`config.mk`:
```
export PLATFORM = sky130hd
export DESIGN_NAME = plcr_ctrl
export DESIGN_NICKNAME = d
export VERILOG_FILES = /design/src/rtl/assert_macros.svh /design/src/rtl/plcr_pkg.sv /design/src/rtl/plcr_ctrl.sv
export SDC_FILE = /design/constraint.sdc
export NUM_CORES = 1
export LEC_CHECK = 0
export ABC_AREA = 1
export BUFFER_PORTS_ARGS = -buffer_cell sky130_fd_sc_hd__buf_2
export CAP_MARGIN = 20
export CORE_MARGIN = 4
export CORE_UTILIZATION = 35
export DETAILED_ROUTE_END_ITERATION = 8
export GPL_ROUTABILITY_DRIVEN = 0
export GPL_TIMING_DRIVEN = 1
export RECOVER_POWER = 100
export SYNTH_ARGS = -nofsm -noshare
export SYNTH_HDL_FRONTEND = slang
export SYNTH_SLANG_ARGS = --single-unit
```
`constraint.sdc`:
```
create_clock -name clk -period 1.52 [get_ports clk]
set_input_delay 0.304 -clock clk [delete_from_list [all_inputs] [get_ports clk]]
set_output_delay 0.304 -clock clk [all_outputs]
set_load 0.01 [all_outputs]
```
`src/rtl/assert_macros.svh`:
```
// Assertion macros shared by the RTL; each expects clk and arst_n in scope.
`ifndef ASSERT_MACROS_SVH
`define ASSERT_MACROS_SVH

// Property checked on every rising clock edge outside reset
`define ASSERT_CLK(name, prop, msg) \
	name: assert property (@(posedge clk) disable iff (!arst_n) prop) else $error(msg);

// Condition that must never be seen outside reset
`define ASSERT_NEVER(name, cond, msg) \
	name: assert property (@(posedge clk) disable iff (!arst_n) !(cond)) else $error(msg);

`endif

```
`src/rtl/plcr_pkg.sv`:
```
// Types and constants shared by the colour ramp modules.
package plcr_pkg;

	// Item commands
	typedef enum logic [1:0] {
		CMD_ADD    = 2'd0,
		CMD_LOOKUP = 2'd1,
		CMD_CLEAR  = 2'd2,
		CMD_NOP    = 2'd3
	} cmd_t;

	// Result status codes
	typedef enum logic [1:0] {
		ST_OK    = 2'd0,
		ST_RANGE = 2'd1,
		ST_ORDER = 2'd2,
		ST_FULL  = 2'd3
	} status_t;

	// Configuration register indexes
	localparam int REG_IDX_W = 2;
	typedef enum logic [REG_IDX_W-1:0] {
		REG_PERCENT_MODE = 2'd0,
		REG_MIN_CATEGORY = 2'd1,
		REG_MAX_CATEGORY = 2'd2
	} reg_idx_t;

	localparam int CFG_W     = 16;
	localparam int POS_W     = 16;
	localparam int CH_W      = 8;
	localparam int LANES     = 3;
	localparam int COL_W     = LANES * CH_W;
	localparam int NUM_W     = CH_W + POS_W;
	localparam int DIV_STEPS = CH_W;
	localparam int STEP_W    = $clog2(DIV_STEPS);

	// Order tracking starts below every legal raw position
	localparam logic signed [POS_W:0] LAST_RESET = -17'sd65536;

	// x / 100 as (x * 41943) >> 22, off by at most one for x below 2^23
	localparam logic [15:0] RECIP_100   = 16'd41943;
	localparam int          RECIP_SHIFT = 22;
	localparam logic [6:0]  PCT_FULL    = 7'd100;

	localparam logic [COL_W-1:0] WHITE = {COL_W{1'b1}};

	// Controller states
	typedef enum logic [3:0] {
		S_IDLE,
		S_ADD_MUL,
		S_ADD_REC,
		S_ADD_FIX,
		S_ADD_COMMIT,
		S_CLEAR,
		S_LK_START,
		S_LK_SCAN,
		S_LK_DRAIN,
		S_LK_MUL,
		S_LK_PREP,
		S_LK_DIV,
		S_LK_FIN,
		S_RESULT
	} plcr_state_t;

	// Commands from controller to datapath
	typedef struct packed {
		logic load;
		logic add_mul;
		logic add_rec;
		logic add_fix;
		logic add_commit;
		logic clear;
		logic scan_start;
		logic scan;
		logic lane_mul;
		logic div_prep;
		logic div_step;
		logic lane_fin;
		logic out_load;
	} plcr_cmd_t;

	// Status from datapath to controller
	typedef struct packed {
		logic scan_end;
		logic div_last;
	} plcr_stat_t;

endpackage

```
`src/rtl/plcr_ctrl.sv`:
```
// Controller state machine sequencing add, lookup and clear items.
module plcr_ctrl (
	input  logic                  clk,
	input  logic                  arst_n,
	input  logic                  in_valid,
	input  plcr_pkg::cmd_t        in_command,
	output logic                  in_ready,
	input  logic                  out_ready,
	output logic                  out_valid,
	input  plcr_pkg::plcr_stat_t  stat,
	output plcr_pkg::plcr_cmd_t   cmd
);
	import plcr_pkg::*;

	plcr_state_t state_q, state_d;
	logic        out_valid_q;

	// State register
	always_ff @(posedge clk or negedge arst_n) begin
		if (!arst_n) begin
			state_q <= S_IDLE;
		end else begin
			state_q <= state_d;
		end
	end

	// Next state and commands
	always_comb begin
		state_d  = state_q;
		cmd      = '0;
		in_ready = 1'b0;
		case (state_q)
			S_IDLE: begin
				in_ready = 1'b1;
				if (in_valid) begin
					cmd.load = 1'b1;
					case (in_command)
						CMD_ADD:    state_d = S_ADD_MUL;
						CMD_LOOKUP: state_d = S_LK_START;
						CMD_CLEAR:  state_d = S_CLEAR;
						default:    state_d = S_RESULT;
					endcase
				end
			end
			S_ADD_MUL: begin
				cmd.add_mul = 1'b1;
				state_d     = S_ADD_REC;
			end
			S_ADD_REC: begin
				cmd.add_rec = 1'b1;
				state_d     = S_ADD_FIX;
			end
			S_ADD_FIX: begin
				cmd.add_fix = 1'b1;
				state_d     = S_ADD_COMMIT;
			end
			S_ADD_COMMIT: begin
				cmd.add_commit = 1'b1;
				state_d        = S_RESULT;
			end
			S_CLEAR: begin
				cmd.clear = 1'b1;
				state_d   = S_RESULT;
			end
			S_LK_START: begin
				cmd.scan_start = 1'b1;
				state_d        = S_LK_SCAN;
			end
			S_LK_SCAN: begin
				cmd.scan = 1'b1;
				if (stat.scan_end) begin
					state_d = S_LK_DRAIN;
				end
			end
			// spare state: the last read was compared on the final scan cycle
			S_LK_DRAIN: begin
				state_d = S_LK_MUL;
			end
			S_LK_MUL: begin
				cmd.lane_mul = 1'b1;
				state_d      = S_LK_PREP;
			end
			S_LK_PREP: begin
				cmd.div_prep = 1'b1;
				state_d      = S_LK_DIV;
			end
			S_LK_DIV: begin
				cmd.div_step = 1'b1;
				if (stat.div_last) begin
					state_d = S_LK_FIN;
				end
			end
			S_LK_FIN: begin
				cmd.lane_fin = 1'b1;
				state_d      = S_RESULT;
			end
			S_RESULT: begin
				if (!out_valid_q || out_ready) begin
					cmd.out_load = 1'b1;
					state_d      = S_IDLE;
				end
			end
			default: begin
				state_d = S_IDLE;
			end
		endcase
	end

	// Result valid flag
	always_ff @(posedge clk or negedge arst_n) begin
		if (!arst_n) begin
			out_valid_q <= 1'b0;
		end else if (cmd.out_load) begin
			out_valid_q <= 1'b1;
		end else if (out_ready) begin
			out_valid_q <= 1'b0;
		end
	end

	assign out_valid = out_valid_q;

endmodule

```
==> results of run 1 <==
[flip-flops by register name (all words and copies together) (netlist names)]
register   flops
state_q        4
out_valid      1
[worst max-delay path: cells and delay by family (launching register included)]
kind                   cells  cell delay [ps]
buffers and inverters      3              290
DFF                        1              450
and+or+nand+nor            3              270
[metrics by stage]
step | instance area (um^2) | utilization (%) | TNS [ps] | power, mW
after detailed placement | 638 | 47.3 | 0 | 1.18
final | 913 | 67.7 | -59.0 | 1.90
after floorplan | 520 | - | 0 | 0.962
after global placement | 638 | 47.3 | 0 | 1.18
after global routing | 913 | 67.7 | -647 | 2.06
after CTS | 732 | 54.2 | -11.6 | 1.45
[power groups by stage]
| stage | Sequential (mW) | Clock, mW | Combinational [mW] |
|---|---|---|---|
| 6_report | 0.388 | 0.151 | 1.36 |
| 5_1_grt | 0.401 | 0.164 | 1.50 |
| 4_1_cts | 0.338 | 0.156 | 0.951 |
| 3_5_place_dp | 0.317 | 0 | 0.862 |
| 3_3_place_gp | 0.316 | 0 | 0.868 |
| 2_1_floorplan | 0.272 | 0 | 0.690 |
[worst min path at each step]
stage / startpoint / end / slack (ps) / cells past startpoint
after CTS: out_ready / out_valid$_DFFE_PN0P_ / 280 / 2
final: out_ready / out_valid$_DFFE_PN0P_ / 290 / 2
after floorplan: arst_n / out_valid$_DFFE_PN0P_ / 8 / 0
after global placement: arst_n / out_valid$_DFFE_PN0P_ / 120 / 1
after detailed placement: arst_n / out_valid$_DFFE_PN0P_ / 120 / 1
after global routing: out_ready / out_valid$_DFFE_PN0P_ / 290 / 2
[layout make-up]
type	instances	area share, %
repair buffers	39	28.9
multi-input cells	69	43.4
clock buffers	4	2.88
flip-flops and latches	5	14.2
well taps	15	2.05
inverters	18	8.49
[timing repair]
item,4_1_cts,5_1_grt
gates resized for setup,9,33
endpoints found under the hold margin,5,0
endpoints found under the setup margin,7,17
setup buffers,5,11
pin swaps,1,9
hold buffers,1,0
[kinds of logic after synthesis]
group | count (synthesis)
and+or+nand+nor | 63
DFF | 5
buffers and inverters | 19
AOI/OAI and AO/OA | 6
[Yosys cell counts (all sizes together)]
cell,number,area (um^2)
buf,1,11.3
a21oi,1,5.00
nand3b,1,11.3
inv,18,67.6
nor2,23,101
nand2,34,148
nor3,1,5.00
o22ai,1,6.26
o21ai,4,20.0
nand3,4,20.0
dfrtp,5,125
[routing by layer]
layer	global-route usage [%]	share of wire, %	wire length [um]
met4	5.11	0	0
met5	0	0	0
met1	19.5	45	793
met2	21.2	49	861
met3	3.52	5.4	94
[placed cells by master (no fill, tap or decap)]
cell type	count
sky130_fd_sc_hd__a21oi_1	1
sky130_fd_sc_hd__buf_2	17
sky130_fd_sc_hd__buf_4	14
sky130_fd_sc_hd__buf_6	5
sky130_fd_sc_hd__clkbuf_1	3
sky130_fd_sc_hd__clkbuf_4	3
sky130_fd_sc_hd__dfrtp_1	1
sky130_fd_sc_hd__dfrtp_2	4
sky130_fd_sc_hd__dlygate4sd3_1	1
sky130_fd_sc_hd__inv_1	8
sky130_fd_sc_hd__inv_2	6
sky130_fd_sc_hd__inv_4	4
sky130_fd_sc_hd__nand2_1	22
sky130_fd_sc_hd__nand2_2	7
sky130_fd_sc_hd__nand2_4	5
sky130_fd_sc_hd__nand3_1	2
sky130_fd_sc_hd__nand3_2	2
sky130_fd_sc_hd__nand3b_2	1
sky130_fd_sc_hd__nor2_1	13
sky130_fd_sc_hd__nor2_2	5
sky130_fd_sc_hd__nor2_4	5
sky130_fd_sc_hd__nor3_1	1
sky130_fd_sc_hd__o21ai_0	1
sky130_fd_sc_hd__o21ai_1	3
sky130_fd_sc_hd__o22ai_1	1
==> results_tabular.tex, run 1 <==
\begin{tabular}{lr}
\hline
Metric & Value \\
\hline
\multicolumn{2}{l}{\textbf{Detailed routing}} \\
Via density per instance & 4.69 \\
Final routed wirelength across all metal layers & 1750 um \\
DRC violations left & 0 \\
Starting DRC count in detailed routing & 15 \\
First drt pass iteration count & 4 \\
Final ANT Viol Nets & 0 \\
Wire length per cell after detailed routing & 11.7 um \\
Vias & about 700 \\
\multicolumn{2}{l}{\textbf{Clock network}} \\
Number of buffers inserted during clock tree synthesis & 3 \\
Buffer cell driving the clock tree root & sky130\_fd\_sc\_hd\_\_clkbuf\_4 \\
Clock Path Buffers & 2 \\
Clock-pin transition on the worst setup and hold timing paths & 40 ps \\
Clock Sink Count & 5 \\
TritonCTS clock tree & yes \\
Latest clock arrival within the worst-skew pair & 240 ps \\
Maximum level of the CTS H-tree & 1 \\
\multicolumn{2}{l}{\textbf{Power}} \\
Switching part of the total & 52.3\% \\
Cell-internal power & 909 uW \\
Max IR drop VDD & roughly 0.001 V \\
Register share of total power & 20.4\% \\
Lkg Pwr & 0.560 nW \\
Switching pwr & roughly 990 uW \\
Clock Power Share & 7.9\% \\
Power density of the placed cells & about 2100 mW/mm\^{}2 \\
Combinational power share & 71.7\% \\
\multicolumn{2}{l}{\textbf{GRT}} \\
Total congestion overflow after global routing & 0 \\
Wire length of the first global-routing pass & 2260 um \\
Initial antenna violation count & 0 \\
Total global-route track usage & 14.2\% \\
Maximum number of pins on one net before global-route repair & 9 \\
Number of global-route vias before repair & 569 \\
\multicolumn{2}{l}{\textbf{Setup path}} \\
Critical Path Start Type & flop \\
Crit path required time & 1220 ps \\
CP Launch Point & state\_q[1]\$\_DFFE\_PN0P\_ \\
Largest fanout on the critical path & 5 \\
Capturing element type of the critical path & primary output \\
Slack of the worst reg-to-reg path & 70 ps \\
Slowest cell on the critical path & sky130\_fd\_sc\_hd\_\_dfrtp\_2 \\
Path type of the worst setup path & reg2out \\
Critical register-to-register path startpoint & state\_q[3]\$\_DFFE\_PN0P\_ \\
Crit path capture & cmd[0] \\
Data arrival time of the worst path & 1250 ps \\
Slowest Stage Delay on Critical Path & 450 ps \\
Worst reg2reg endpoint & state\_q[3]\$\_DFFE\_PN0P\_ \\
Number of cells traversed by the worst register-to-register path & 9 \\
Series of cell instances along the critical path & inv\_4 > nand2\_4 > nor2\_4 > inv\_2 > nor2\_1 > buf\_2 \\
\multicolumn{2}{l}{\textbf{Placed design}} \\
DP Worst Slack & 141 ps \\
Port buffer count & 22 \\
Total half-perimeter wirelength after legalization and detailed placement & 1050 um \\
Cells after DPL & 129 \\
\multicolumn{2}{l}{\textbf{Synth}} \\
Unique masters post-synth & 16 \\
Cells after synthesis & 93 \\
Synthesized-area fraction occupied by adder cells & 0\% \\
Part of the Yosys area used for sequential elements & between 20\% and 30\% \\
Average instance area after synthesis & 5.60 um\^{}2 \\
Main combinational cell family by area after synthesis & simple AND/OR/NAND/NOR gates \\
Cell area after synthesis & 520 um\^{}2 \\
Simple-gate share of the synthesized area & 54.8\% \\
Count of state elements after synthesis & 5 \\
Proportion of synthesized area in mux cells & 0\% \\
Share of the synthesized area in compound gates (AO/OA/AOI/OAI) & 6.01\% \\
Post-synthesis xor/xnor area fraction & 0\% \\
Syn Nets & 101 \\
Warnings from Yosys & 0 \\
\multicolumn{2}{l}{\textbf{Timing}} \\
Maximum clock frequency & 645 MHz \\
Post-route clock period utilization & 102\% \\
Worst rel slew slack & 83.3\% \\
Endpoints failing hold & 0 \\
Transition time of the tightest slew-check pin & between 200 and 300 ps \\
Skew final & $\sim$0.9 ps \\
Hold slack final & 290 ps \\
Setup repair after global routing missed its margin & true \\
Number of slew-limit violations in the final report & 0 \\
Setup violators final & 4 \\
Post-route minimum period & 1550 ps \\
Setup ws final & -31.4 ps \\
\multicolumn{2}{l}{\textbf{Finish}} \\
Antenna cells & 0 \\
Total area of sequential cells & 130 um\^{}2 \\
Layout cells sized above 1 & between 50\% and 60\% \\
Non-filler cells, final & 150 \\
Area used by multi-input combinational logic & 397 um\^{}2 \\
Post-layout net count & 144 \\
\# fillers & 114 \\
Area grow syn2layout & 75.5\% \\
\multicolumn{2}{l}{\textbf{Worst hold path}} \\
Kind of path behind the tightest hold check & in2reg \\
\multicolumn{2}{l}{\textbf{Floorplanning}} \\
DIE AREA & 0.00217 mm\^{}2 \\
Height of the die & 46.6 um \\
Effective utilization at floorplan & 38.6\% \\
Chip Width & between 40 and 50 um \\
Floorplan Core Area & 0.00135 mm\^{}2 \\
I/O pins & 23 \\
Count of standard-cell rows & 13 \\
\multicolumn{2}{l}{\textbf{Run status}} \\
Violations in the final reports & negative setup slack \\
Result of the run & finished, violations left \\
\multicolumn{2}{l}{\textbf{Job}} \\
Number of max-cap violations & 0 \\
\hline
\end{tabular}
No activity file was read; power rests on OpenSTA's default activity.
==> inputs of run 2 (changes only) <==
TNS_END_PERCENT = 1   (was unset)
==> run 2 against run 1 <==
Net effect:
- the run still ends with negative setup slack left
- via count fell by 5.4%
- total power shrank 9.7%
- critical path depth did not move
- sequential cell count is the same
- final cell count down 3.3%
- register-to-register slack barely moved
- first-iteration DRC count decreased by 47%
- combinational power fell by 13%
- count of clock-buffer cells in the layout unchanged
- setup slack gained 22 ps
- clock power barely moved
- critical path type unchanged
- highest routed layer unchanged
==> results_tabular.tex, run 2 (synthesis gave the netlist of run 1 again) <==
\begin{tabular}{lr}
\hline
Metric & Value \\
\hline
\multicolumn{2}{l}{\textbf{Timing}} \\
Transition time of the tightest slew-check pin & 251 ps (+0.661 ps) \\
Endpoints failing hold & 0 (unchanged) \\
Setup repair after global routing missed its margin & true \\
Post-route minimum period & 1530 ps (-21.6 ps) \\
Number of slew-limit violations in the final report & 0 (unchanged) \\
Worst rel slew slack & 83.3\% (about the same) \\
Final setup TNS & -22.6 ps (+36.4 ps) \\
Setup ws final & -9.77 ps (+21.6 ps) \\
Skew final & 0.824 ps (-0.0671 ps) \\
Post-route clock period utilization & 101\% (-1.4 points) \\
Setup violators final & 3 (-1) \\
Maximum clock frequency & 654 MHz (+1.4\%) \\
\multicolumn{2}{l}{\textbf{Detailed routing}} \\
Wire length per cell after detailed routing & 10.2 um (-13\%) \\
Vias & 666 (-5.4\%) \\
First drt pass iteration count & 4 (unchanged) \\
Starting DRC count in detailed routing & 8 (-7) \\
Final routed wirelength across all metal layers & 1480 um (-15\%) \\
Via density per instance & 4.59 (-2.1\%) \\
DRC violations left & 0 (unchanged) \\
Final ANT Viol Nets & 0 (unchanged) \\
\multicolumn{2}{l}{\textbf{Clock network}} \\
Clock Path Buffers & 2 (unchanged) \\
Maximum level of the CTS H-tree & 1 (unchanged) \\
Number of buffers inserted during clock tree synthesis & 3 (unchanged) \\
Clock-pin transition on the worst setup and hold timing paths & 40 ps (about the same) \\
Clock Sink Count & 5 (unchanged) \\
Latest clock arrival within the worst-skew pair & 240 ps (about the same) \\
TritonCTS clock tree & yes \\
Buffer cell driving the clock tree root & sky130\_fd\_sc\_hd\_\_clkbuf\_4 \\
\multicolumn{2}{l}{\textbf{Run status}} \\
Violations in the final reports & negative setup slack \\
Result of the run & finished, violations left \\
\multicolumn{2}{l}{\textbf{Finish}} \\
Total area of sequential cells & 130 um\^{}2 (unchanged) \\
Flip-flop count of the largest register after layout & 4 (unchanged) \\
\# fillers & 136 (+19\%) \\
Most common cell after layout, fill and taps aside & sky130\_fd\_sc\_hd\_\_nand2\_1 \\
Post-layout net count & 139 (-3.5\%) \\
Antenna cells & 0 (unchanged) \\
Non-filler cells, final & 145 (-3.3\%) \\
Post-layout util & 61.4\% (-6.2 points) \\
Area used by multi-input combinational logic & 372 um\^{}2 (-6.3\%) \\
Layout cells sized above 1 & 47.7\% (-10 points) \\
Final std cell area, no fill & 830 um\^{}2 (-9.2\%) \\
Leading cell types in the layout, fill and taps excluded & sky130\_fd\_sc\_hd\_\_nand2\_1, sky130\_fd\_sc\_hd\_\_buf\_2, sky130\_fd\_sc\_hd\_\_nor2\_1 \\
Area grow syn2layout & 59.4\% \\
Register name with the most flops & state\_q \\
\multicolumn{2}{l}{\textbf{Job}} \\
Number of max-cap violations & 0 (unchanged) \\
\multicolumn{2}{l}{\textbf{Floorplanning}} \\
Count of standard-cell rows & 13 (unchanged) \\
Effective utilization at floorplan & 38.6\% (unchanged) \\
DIE AREA & 0.00217 mm\^{}2 (unchanged) \\
Floorplan Core Area & 0.00135 mm\^{}2 (unchanged) \\
Chip Width & 46.6 um (unchanged) \\
I/O pins & 23 (unchanged) \\
Height of the die & 46.6 um (unchanged) \\
\multicolumn{2}{l}{\textbf{Placed design}} \\
Cells after DPL & 129 (unchanged) \\
Placement Cell Area & 638 um\^{}2 (unchanged) \\
Port buffer count & 22 (unchanged) \\
Total half-perimeter wirelength after legalization and detailed placement & 1050 um (unchanged) \\
\multicolumn{2}{l}{\textbf{Setup path}} \\
Slowest Stage Delay on Critical Path & 460 ps (about the same) \\
Worst path bufs/invs & 3 (unchanged) \\
Series of cell instances along the critical path & inv\_4 > nand2\_4 > nor2\_4 > inv\_2 > nor2\_1 > buf\_2 \\
Path type of the worst setup path & reg2out \\
Capturing element type of the critical path & primary output \\
Crit path required time & 1220 ps (about the same) \\
Data arrival time of the worst path & 1230 ps (-20 ps) \\
Cell class contributing the biggest share of worst-path delay & flip-flops \\
Largest fanout on the critical path & 5 (unchanged) \\
Slowest cell on the critical path & sky130\_fd\_sc\_hd\_\_dfrtp\_2 \\
Critical Path Start Type & flop \\
\multicolumn{2}{l}{\textbf{GRT}} \\
Initial antenna violation count & 0 (unchanged) \\
Maximum number of pins on one net before global-route repair & 9 (unchanged) \\
Total global-route track usage & 14.0\% (-0.16 points) \\
Wire length of the first global-routing pass & 2240 um (-1.2\%) \\
Total congestion overflow after global routing & 0 (unchanged) \\
Number of global-route vias before repair & 557 (-2.1\%) \\
\multicolumn{2}{l}{\textbf{Power}} \\
Lkg Pwr & 0.538 nW (-3.8\%) \\
Max IR drop VDD & 0.000917 V (-5.6\%) \\
Power density of the placed cells & 2070 mW/mm\^{}2 (-0.54\%) \\
\multicolumn{2}{l}{\textbf{Worst hold path}} \\
Kind of path behind the tightest hold check & in2reg \\
\hline
\end{tabular}
==> run 2: worst register-to-register path, delay by kind of cell (launching register included) <==
family,cells,cell delay [ps]
simple gates,5,360
buf+inv,3,350
flops,1,490
compound gates,1,140
==> run 2: layout make-up <==
| cell class | instances | share of cell area (%) |
|---|---|---|
| Timing Repair Buffer | 34 | 25.0 |
| Inverter | 18 | 9.05 |
| Sequential cell | 5 | 15.7 |
| Clock buffer | 4 | 3.17 |
| Multi-Input combinational cell | 69 | 44.8 |
| Tap cell | 15 | 2.26 |
==> run 2: per-stage QoR <==
step / setup slack (ps) / hold WS [ps] / power, mW
6_report: -9.77 / 280 / 1.72
3_3_place_gp: 165 / 119 / 1.18
2_1_floorplan: 267 / 8.41 / 0.962
3_5_place_dp: 141 / 122 / 1.18
5_1_grt: -68.8 / 285 / 1.88
4_1_cts: -13.8 / 276 / 1.44
==> run 2: where the power goes <==
group          total (mW)  internal (mW)  switching [mW]
logic                1.18          0.507           0.673
clock network       0.151         0.0991          0.0519
registers           0.387          0.212           0.175
==> run 2: timing repair <==
item | 4_1_cts | 5_1_grt
hold endpoints to repair | 5 | 0
setup endpoints to repair | 7 | 18
setup buffers | 5 | 6
pin swaps | 1 | 5
hold buffers | 1 | 0
cloned | 0 | 0
resized for setup | 7 | 19
==> run 2: metal layers <==
layer / GRT usage (%) / wire length (um) / vias to the layer above
met3: 3.52 / 66 / 0
met1: 19.5 / 680 / 300
met2: 21.4 / 732 / 16
met4: 3.41 / 0 / 0
li1: - / - / 350
met5: 0 / 0 / -
==> run 2: worst paths after layout <==
kind	slack [ps]	cells after the start	end	startpoint
max in group asynchronous	850	2	state_q[3]$_DFFE_PN0P_	arst_n
max reg2reg	60	9	state_q[3]$_DFFE_PN0P_	state_q[0]$_DFFE_PN0P_
min	280	2	out_valid$_DFFE_PN0P_	out_ready
min in group asynchronous	450	2	state_q[2]$_DFFE_PN0P_	arst_n
min reg2reg	570	2	out_valid$_DFFE_PN0P_	out_valid$_DFFE_PN0P_
max	-10	6	cmd[0]	state_q[1]$_DFFE_PN0P_
==> inputs of run 3 (changes only) <==
==> constraint.sdc (replaced) <==
create_clock -name clk -period 1.52 [get_ports clk]
set_input_delay 0.304 -clock clk [delete_from_list [all_inputs] [get_ports clk]]
set_output_delay 0.304 -clock clk [all_outputs]
set_load 0.005 [all_outputs]
==> run 3 against run 2 <==
Net effect:
- the flow now finishes without violations
- utilization fell by 5.7 points
- routed wire length shrank 6.2%
- final cell count fell by 4.1%
- critical path depth unchanged
- combinational power shrank 21%
- register-to-register slack lost 20 ps
- largest cell class unchanged
==> results_tabular.tex, run 3 (synthesis gave the netlist of run 1 again) <==
\begin{tabular}{lr}
\hline
Metric & Value \\
\hline
\multicolumn{2}{l}{\textbf{Setup path}} \\
Slowest cell on the critical path & sky130\_fd\_sc\_hd\_\_dfrtp\_2 \\
Worst reg2reg endpoint & state\_q[3]\$\_DFFE\_PN0P\_ \\
Path type of the worst setup path & reg2out \\
Number of cells traversed by the worst register-to-register path & 9 (unchanged) \\
Crit path required time & 1220 ps (about the same) \\
Critical Path Start Type & flop \\
Critical register-to-register path startpoint & state\_q[3]\$\_DFFE\_PN0P\_ \\
Series of cell instances along the critical path & inv\_4 > nand2\_4 > nor2\_4 > inv\_2 > nor2\_1 > buf\_2 \\
Largest fanout on the critical path & 5 (unchanged) \\
Slack of the worst reg-to-reg path & 40 ps (-20 ps) \\
Data arrival time of the worst path & 1190 ps (-40 ps) \\
Slowest Stage Delay on Critical Path & 460 ps (about the same) \\
Capturing element type of the critical path & primary output \\
\multicolumn{2}{l}{\textbf{Timing}} \\
Post-route minimum period & 1490 ps (-40.2 ps) \\
Number of slew-limit violations in the final report & 0 (unchanged) \\
Worst rel slew slack & 83.3\% (about the same) \\
Transition time of the tightest slew-check pin & 250 ps (-1.02 ps) \\
Skew final & 1.83 ps (+1.01 ps) \\
Post-route clock period utilization & 98.0\% (-2.6 points) \\
Maximum clock frequency & 671 MHz (+2.7\%) \\
Hold slack final & 279 ps (-0.452 ps) \\
Setup ws final & 30.5 ps (+40.2 ps) \\
Final setup TNS & 0 ps (+22.6 ps) \\
Setup violators final & 0 (-3) \\
Setup repair after global routing missed its margin & true \\
Endpoints failing hold & 0 (unchanged) \\
\multicolumn{2}{l}{\textbf{Floorplanning}} \\
Height of the die & 46.6 um (unchanged) \\
Chip Width & 46.6 um (unchanged) \\
DIE AREA & 0.00217 mm\^{}2 (unchanged) \\
Floorplan Core Area & 0.00135 mm\^{}2 (unchanged) \\
Count of standard-cell rows & 13 (unchanged) \\
I/O pins & 23 (unchanged) \\
Effective utilization at floorplan & 38.6\% (unchanged) \\
\multicolumn{2}{l}{\textbf{Power}} \\
Power density of the placed cells & 1940 mW/mm\^{}2 (-6.4\%) \\
Max IR drop VDD & 0.000817 V (-11\%) \\
Pwr Total & 1.46 mW (-15\%) \\
Lkg Pwr & 0.489 nW (-9.2\%) \\
\multicolumn{2}{l}{\textbf{GRT}} \\
Number of global-route vias before repair & 548 (-1.6\%) \\
Wire length of the first global-routing pass & 2190 um (-1.8\%) \\
Initial antenna violation count & 0 (unchanged) \\
Total global-route track usage & 13.9\% (-0.16 points) \\
Total congestion overflow after global routing & 0 (unchanged) \\
Maximum number of pins on one net before global-route repair & 9 (unchanged) \\
\multicolumn{2}{l}{\textbf{Finish}} \\
Area grow syn2layout & 44.5\% \\
Post-layout net count & 133 (-4.3\%) \\
Final std cell area, no fill & 752 um\^{}2 (-9.4\%) \\
Antenna cells & 0 (unchanged) \\
Most common cell after layout, fill and taps aside & sky130\_fd\_sc\_hd\_\_nand2\_1 \\
Flip-flop count of the largest register after layout & 4 (unchanged) \\
Register name with the most flops & state\_q \\
Leading cell types in the layout, fill and taps excluded & sky130\_fd\_sc\_hd\_\_nand2\_1, sky130\_fd\_sc\_hd\_\_buf\_2, sky130\_fd\_sc\_hd\_\_nor2\_1 \\
Post-layout util & 55.7\% (-5.7 points) \\
Non-filler cells, final & 139 (-4.1\%) \\
Layout cells sized above 1 & 42.7\% (-5.0 points) \\
\multicolumn{2}{l}{\textbf{Detailed routing}} \\
Wire length per cell after detailed routing & 9.98 um (-2.1\%) \\
Vias & 654 (-1.8\%) \\
Via density per instance & 4.71 (+2.4\%) \\
DRC violations left & 0 (unchanged) \\
Starting DRC count in detailed routing & 12 (+4) \\
Final routed wirelength across all metal layers & 1390 um (-6.2\%) \\
Final ANT Viol Nets & 0 (unchanged) \\
First drt pass iteration count & 4 (unchanged) \\
\multicolumn{2}{l}{\textbf{Worst hold path}} \\
End point of the worst hold path & out\_valid\$\_DFFE\_PN0P\_ \\
Hold\_sp & out\_ready \\
Kind of path behind the tightest hold check & in2reg \\
Hold Path Stages & 2 (unchanged) \\
\multicolumn{2}{l}{\textbf{Clock network}} \\
Clock Path Buffers & 2 (unchanged) \\
Clock-pin transition on the worst setup and hold timing paths & 40 ps (about the same) \\
TritonCTS clock tree & yes \\
Number of buffers inserted during clock tree synthesis & 3 (unchanged) \\
Clock Sink Count & 5 (unchanged) \\
Maximum level of the CTS H-tree & 1 (unchanged) \\
Buffer cell driving the clock tree root & sky130\_fd\_sc\_hd\_\_clkbuf\_4 \\
Latest clock arrival within the worst-skew pair & 240 ps (about the same) \\
\multicolumn{2}{l}{\textbf{Placed design}} \\
DP Worst Slack & 165 ps (+24.1 ps) \\
Total half-perimeter wirelength after legalization and detailed placement & 1070 um (+1.8\%) \\
Port buffer count & 22 (unchanged) \\
Placement Cell Area & 638 um\^{}2 (unchanged) \\
Cells after DPL & 129 (unchanged) \\
\multicolumn{2}{l}{\textbf{Job}} \\
Number of max-cap violations & 0 (unchanged) \\
\multicolumn{2}{l}{\textbf{Run status}} \\
Result of the run & finished, final reports clean \\
\hline
\end{tabular}
## run 3: cell types whose count changed in the layout (fill, tap and decap cells not counted)
cell / previous run / this run
sky130_fd_sc_hd__buf_6: 2 / 0
sky130_fd_sc_hd__nand2_1: 26 / 27
sky130_fd_sc_hd__inv_4: 3 / 1
sky130_fd_sc_hd__nand2_4: 5 / 2
sky130_fd_sc_hd__nand2_2: 3 / 5
sky130_fd_sc_hd__inv_1: 11 / 12
sky130_fd_sc_hd__inv_2: 4 / 5
sky130_fd_sc_hd__nor2_2: 3 / 2
sky130_fd_sc_hd__buf_4: 9 / 5
sky130_fd_sc_hd__nor2_1: 15 / 16
## run 3: layout make-up
cell class	count	area, um^2
fillers	147	598
multi-input cells	69	352
repair buffers	28	155
flip-flops and latches	5	130
inverters	18	70.1
clock buffers	4	26.3
well taps	15	18.8
## run 3: worst max-delay path, delay by kind of cell (launching register included)
family,cells,cell delay (ps)
flip-flops,1,460
buffers and inverters,3,260
AND/OR/NAND/NOR,3,230
## run 3: metal layers
metal / wire [um] / up-vias / track usage (%)
li1: - / 338 / -
met1: 600 / 294 / 18.8
met2: 688 / 22 / 21.7
met3: 98 / 0 / 3.52
met4: 0 / 0 / 3.41
met5: 0 / - / 0
## run 3: what timing repair did
action	CTS	global route
pin swaps	1	2
buffers inserted	3	2
gates resized for setup	9	9
endpoints found under the setup margin	5	12
hold buffers	1	0
endpoints found under the hold margin	5	0
## run 3: worst max path at each step
stage / cells after the start / end / startpoint
finish: 6 / cmd[0] / state_q[1]$_DFFE_PN0P_
global route: 5 / cmd[10] / state_q[1]$_DFFE_PN0P_
CTS: 4 / cmd[12] / state_q[3]$_DFFE_PN0P_
detailed placement: 5 / cmd[0] / state_q[3]$_DFFE_PN0P_
global placement: 5 / cmd[0] / state_q[3]$_DFFE_PN0P_
floorplan: 4 / cmd[12] / state_q[3]$_DFFE_PN0P_
## run 3: report_power, final
| group | internal [mW] | switching, mW |
|---|---|---|
| registers | 0.213 | 0.157 |
| clock network | 0.0992 | 0.0530 |
| logic | 0.385 | 0.552 |
| total | 0.697 | 0.762 |
